<file path="src/rtl/core/ulog_pkg.sv">
package ulog_pkg;

  localparam int unsigned ADDR_W     = 64;
  localparam int unsigned WORD_W     = 64;
  localparam int unsigned OUT_CNT_W  = 11;
  localparam int unsigned REG_IDX_W  = 2;
  localparam int unsigned WORD_BYTES = 8;
  localparam int unsigned ALIGN_BITS = $clog2(WORD_BYTES);

  localparam logic [OUT_CNT_W-1:0] COUNT_MAX = '1;

  typedef enum logic [1:0] {
    CMD_STORE   = 2'd0,
    CMD_CKPT    = 2'd1,
    CMD_RESTORE = 2'd2
  } cmd_e;

  typedef enum logic [1:0] {
    ST_OK       = 2'd0,
    ST_PROT_ERR = 2'd1,
    ST_OVERFLOW = 2'd2,
    ST_EMPTY    = 2'd3
  } status_e;

  typedef enum logic [REG_IDX_W-1:0] {
    REG_PROTECT_BASE  = 2'd0,
    REG_PROTECT_LIMIT = 2'd1,
    REG_STACK_THRESH  = 2'd2,
    REG_KEEP_STACK    = 2'd3
  } reg_idx_e;

  typedef struct packed {
    logic [ADDR_W-1:0] addr;
    logic [WORD_W-1:0] word;
  } entry_t;

  typedef struct packed {
    cmd_e              cmd;
    logic [ADDR_W-1:0] store_address;
    logic [WORD_W-1:0] old_word;
  } in_item_t;

  typedef struct packed {
    status_e              status;
    logic                 restore_valid;
    logic [ADDR_W-1:0]    restore_address;
    logic [WORD_W-1:0]    restore_word;
    logic                 is_stack_entry;
    logic                 last;
    logic [OUT_CNT_W-1:0] log_count;
    logic [OUT_CNT_W-1:0] stack_skipped;
    logic                 fail_stop;
  } out_item_t;

  typedef struct packed {
    logic [REG_IDX_W-1:0] index;
    logic [63:0]          value;
  } cfg_item_t;

  // Shift controls broadcast along the cell chain.
  typedef struct packed {
    logic push;
    logic pop;
  } shift_ctl_t;

endpackage

</file>
<file path="src/rtl/core/ulog_cell.sv">
module ulog_cell import ulog_pkg::*; (
  input  logic       clk,
  input  shift_ctl_t ctl,
  input  entry_t     from_above,
  input  entry_t     from_below,
  output entry_t     entry
);

  entry_t entry_r;
  entry_t entry_nxt;

  // A push moves every entry one cell deeper; a pop pulls them one cell up.
  always_comb begin
    entry_nxt = entry_r;
    if (ctl.push) begin
      entry_nxt = from_above;
    end else if (ctl.pop) begin
      entry_nxt = from_below;
    end
  end

  always_ff @(posedge clk) begin
    entry_r <= entry_nxt;
  end

  assign entry = entry_r;

endmodule

</file>
<file path="config.mk">
export PLATFORM = sky130hd
export DESIGN_NAME = ulog_cell
export DESIGN_NICKNAME = d
export VERILOG_FILES = /design/src/rtl/core/ulog_pkg.sv /design/src/rtl/core/ulog_cell.sv
export SDC_FILE = /design/constraint.sdc
export NUM_CORES = 1
export LEC_CHECK = 0
export BUFFER_PORTS_ARGS = -buffer_cell sky130_fd_sc_hd__clkbuf_2
export CORE_AREA = 3 3 150 152
export DETAILED_ROUTE_END_ITERATION = 7
export DIE_AREA = 0 0 153 155
export SYNTH_ARGS = -nofsm -noshare
export SYNTH_HDL_FRONTEND = slang
export SYNTH_SLANG_ARGS = --single-unit
</file>
<file path="constraint.sdc">
create_clock -name clk -period 9.5 [get_ports clk]
set_input_delay 2.375 -clock clk [delete_from_list [all_inputs] [get_ports clk]]
set_output_delay 2.375 -clock clk [all_outputs]
set_load 0.02 [all_outputs]
</file>
==> impl_results.md <==
- Clk sinks: 128
- Number of global-route vias before repair: 4,155
- CTS clk-pin slew, worst paths: 0.06 ns
- Share of cells above drive strength 1: 80.7%
- Post-Route WL: 15,200 µm
- Status: finished, final reports clean
- Final nets: 924
- Ys Warns: 0
- Post-CTS Setup Inserts: 0
- CP max FO: 66
- IO Count: 387
- CP required: 9.53 ns
- Post-DP HPWL: 11,900 µm
- Fmax: 245 MHz
- Total track usage: 12.4%
- Post-CTS Hold Fix Bufs: 0
- Via count: 3,926
- Most frequent cells in the layout: clkbuf_2 (385), mux2_2 (128), edfxtp_1 (128), clkbuf_16 (17), bufinv_16 (5)
- Routed len/inst: 16.0 µm
- N_diodes: 0
- CP endpoint kind: flop
- Root Buffer: clkbuf_16
- Syn_area_per_cell: 20.1 µm²
- Largest net degree at the start of global routing: 67
- Hold WC Path Type: in2reg
- # setup viols final: 0
- Final Slew Violations: 0
- Cells after Synth: 271
- Number of remaining DRC errors: 0
- Setup TNS: 0 ns
- Post-Syn Nets: 530
- Die area: 23,700 µm²
- RSZ-0062 raised after global routing: no
- Area grow syn2layout: 51.3%
- Tot Pwr: 1.69 mW
- Leak: 3.73 nW
- Number of distinct library cells after synthesis: 5
- Tmin final: 4.08 ns
- Port bufs: 386
- Hold Path Depth: 2
- Max FFs per register: 128
- Post_cts resized: 0
- H-Tree Level Count: 4
- Initial DRC Count: 97
- Period utilization: 43.0%
- Register area share after synthesis: 70.6%
- Die Wd: 153 µm
- Total CTS buffers: 17
- CTS tree: done
- Die Ht: 155 µm
- Grt ovf: 0
- Bufs on Longest Clock Path: 2
- RD Place Congestion: 0.718
- Std-Cell Rows: 53
- FF+latch count, synth: 128
- DP Cell Count: 921
- Min-Delay Startpoint: from_below[70]
- Non-Filler Instances: 953
- Fin. Hold Viols: 0
- Global-route wire length before repair: 22,700 µm
- First-pass iteration count of the detailed router: 4
- Pwr dens: 205 nW/µm²
- Max IR drop VDD: 0.111 mV
- Critical path data arrival time: 4.11 ns
- Mapped cell area: 5440 µm²
- Initial core utilization: 25.7%
- Antenna viol nets, final: 0
- Hold Path Sink: entry[70]
- Worst Setup Path Type: in2reg
- Worst slew pin tran: 0.917 ns
- Core box area: 21,200 µm²
- Max-slew headroom: 38.9%
- Critical Path Start Type: input pin
- Max_cap viols: 0
- Most common cell after layout, fill and taps aside: clkbuf_2
- DR vias/cell: 4.12
- Initial antenna violation count: 1
metal layers:
| layer | global-route usage, % | routed length (µm) | share of wire (%) |
|---|---|---|---|
| met2 | 22.0 | 7880 | 52 |
| met5 | 0 | 0 | 0 |
| met1 | 13.5 | 5550 | 37 |
| met3 | 4.92 | 1550 | 10 |
| met4 | 4.37 | 226 | 1.5 |
power breakdown:
part | internal [mW] | switching [mW]
clock network | 0.466 | 0.244
logic | 0.115 | 0.153
registers | 0.695 | 0.0169
metrics by stage:
| stage | util [%] | instance area [µm²] | hold WS (ns) | setup WS [ns] |
|---|---|---|---|---|
| 2_1_floorplan | - | 5440 | 2.59 | 4.84 |
| 3_3_place_gp | 35.9 | 7590 | 2.68 | 4.99 |
| 3_5_place_dp | 35.9 | 7590 | 2.68 | 4.96 |
| 4_1_cts | 38.9 | 8240 | 2.24 | 5.41 |
| 5_1_grt | 38.9 | 8240 | 2.25 | 5.32 |
| 6_report | 38.9 | 8240 | 2.27 | 5.42 |
critical path, stage by stage:
cell and delay [ns]:
buf_4 0.14, or2_4 0.74, buf_4 0.75
logic make-up after synthesis:
kind of cell	Yosys count	synth area share, %
multiplexers	128	26.5
AND/OR/NAND/NOR	1	0.115
flip-flops	128	70.6
buffers and inverters	14	2.78
worst max-delay path by stage:
stage | startpoint | endpoint | slack (ns) | cells after the start
final | ctl[1] | entry[119] | 5.42 | 3
after global routing | ctl[1] | entry[121] | 5.32 | 3
after CTS | ctl[1] | entry[48] | 5.41 | 3
after detailed placement | ctl[1] | entry[121] | 4.96 | 3
after global placement | ctl[0] | entry[48] | 4.99 | 3
after floorplan | ctl[1] | entry[0] | 4.84 | 3
final cells by class:
class	count	area, µm²
fill	2035	12900
clock buffer	18	429
multi-input combinational	129	1450
timing repair buffer	389	1960
sequential	128	3840
tap	275	344
clock inverter	14	213
synth_stat cells:
| cell type | instances | share of area (%) |
|---|---|---|
| edfxtp_1 | 128 | 71 |
| mux2_2 | 128 | 26 |
| buf_6 | 13 | 2.7 |
| buf_2 | 1 | 0.092 |
| or2_2 | 1 | 0.12 |
Note: power is estimated with default switching activity, not from simulation.
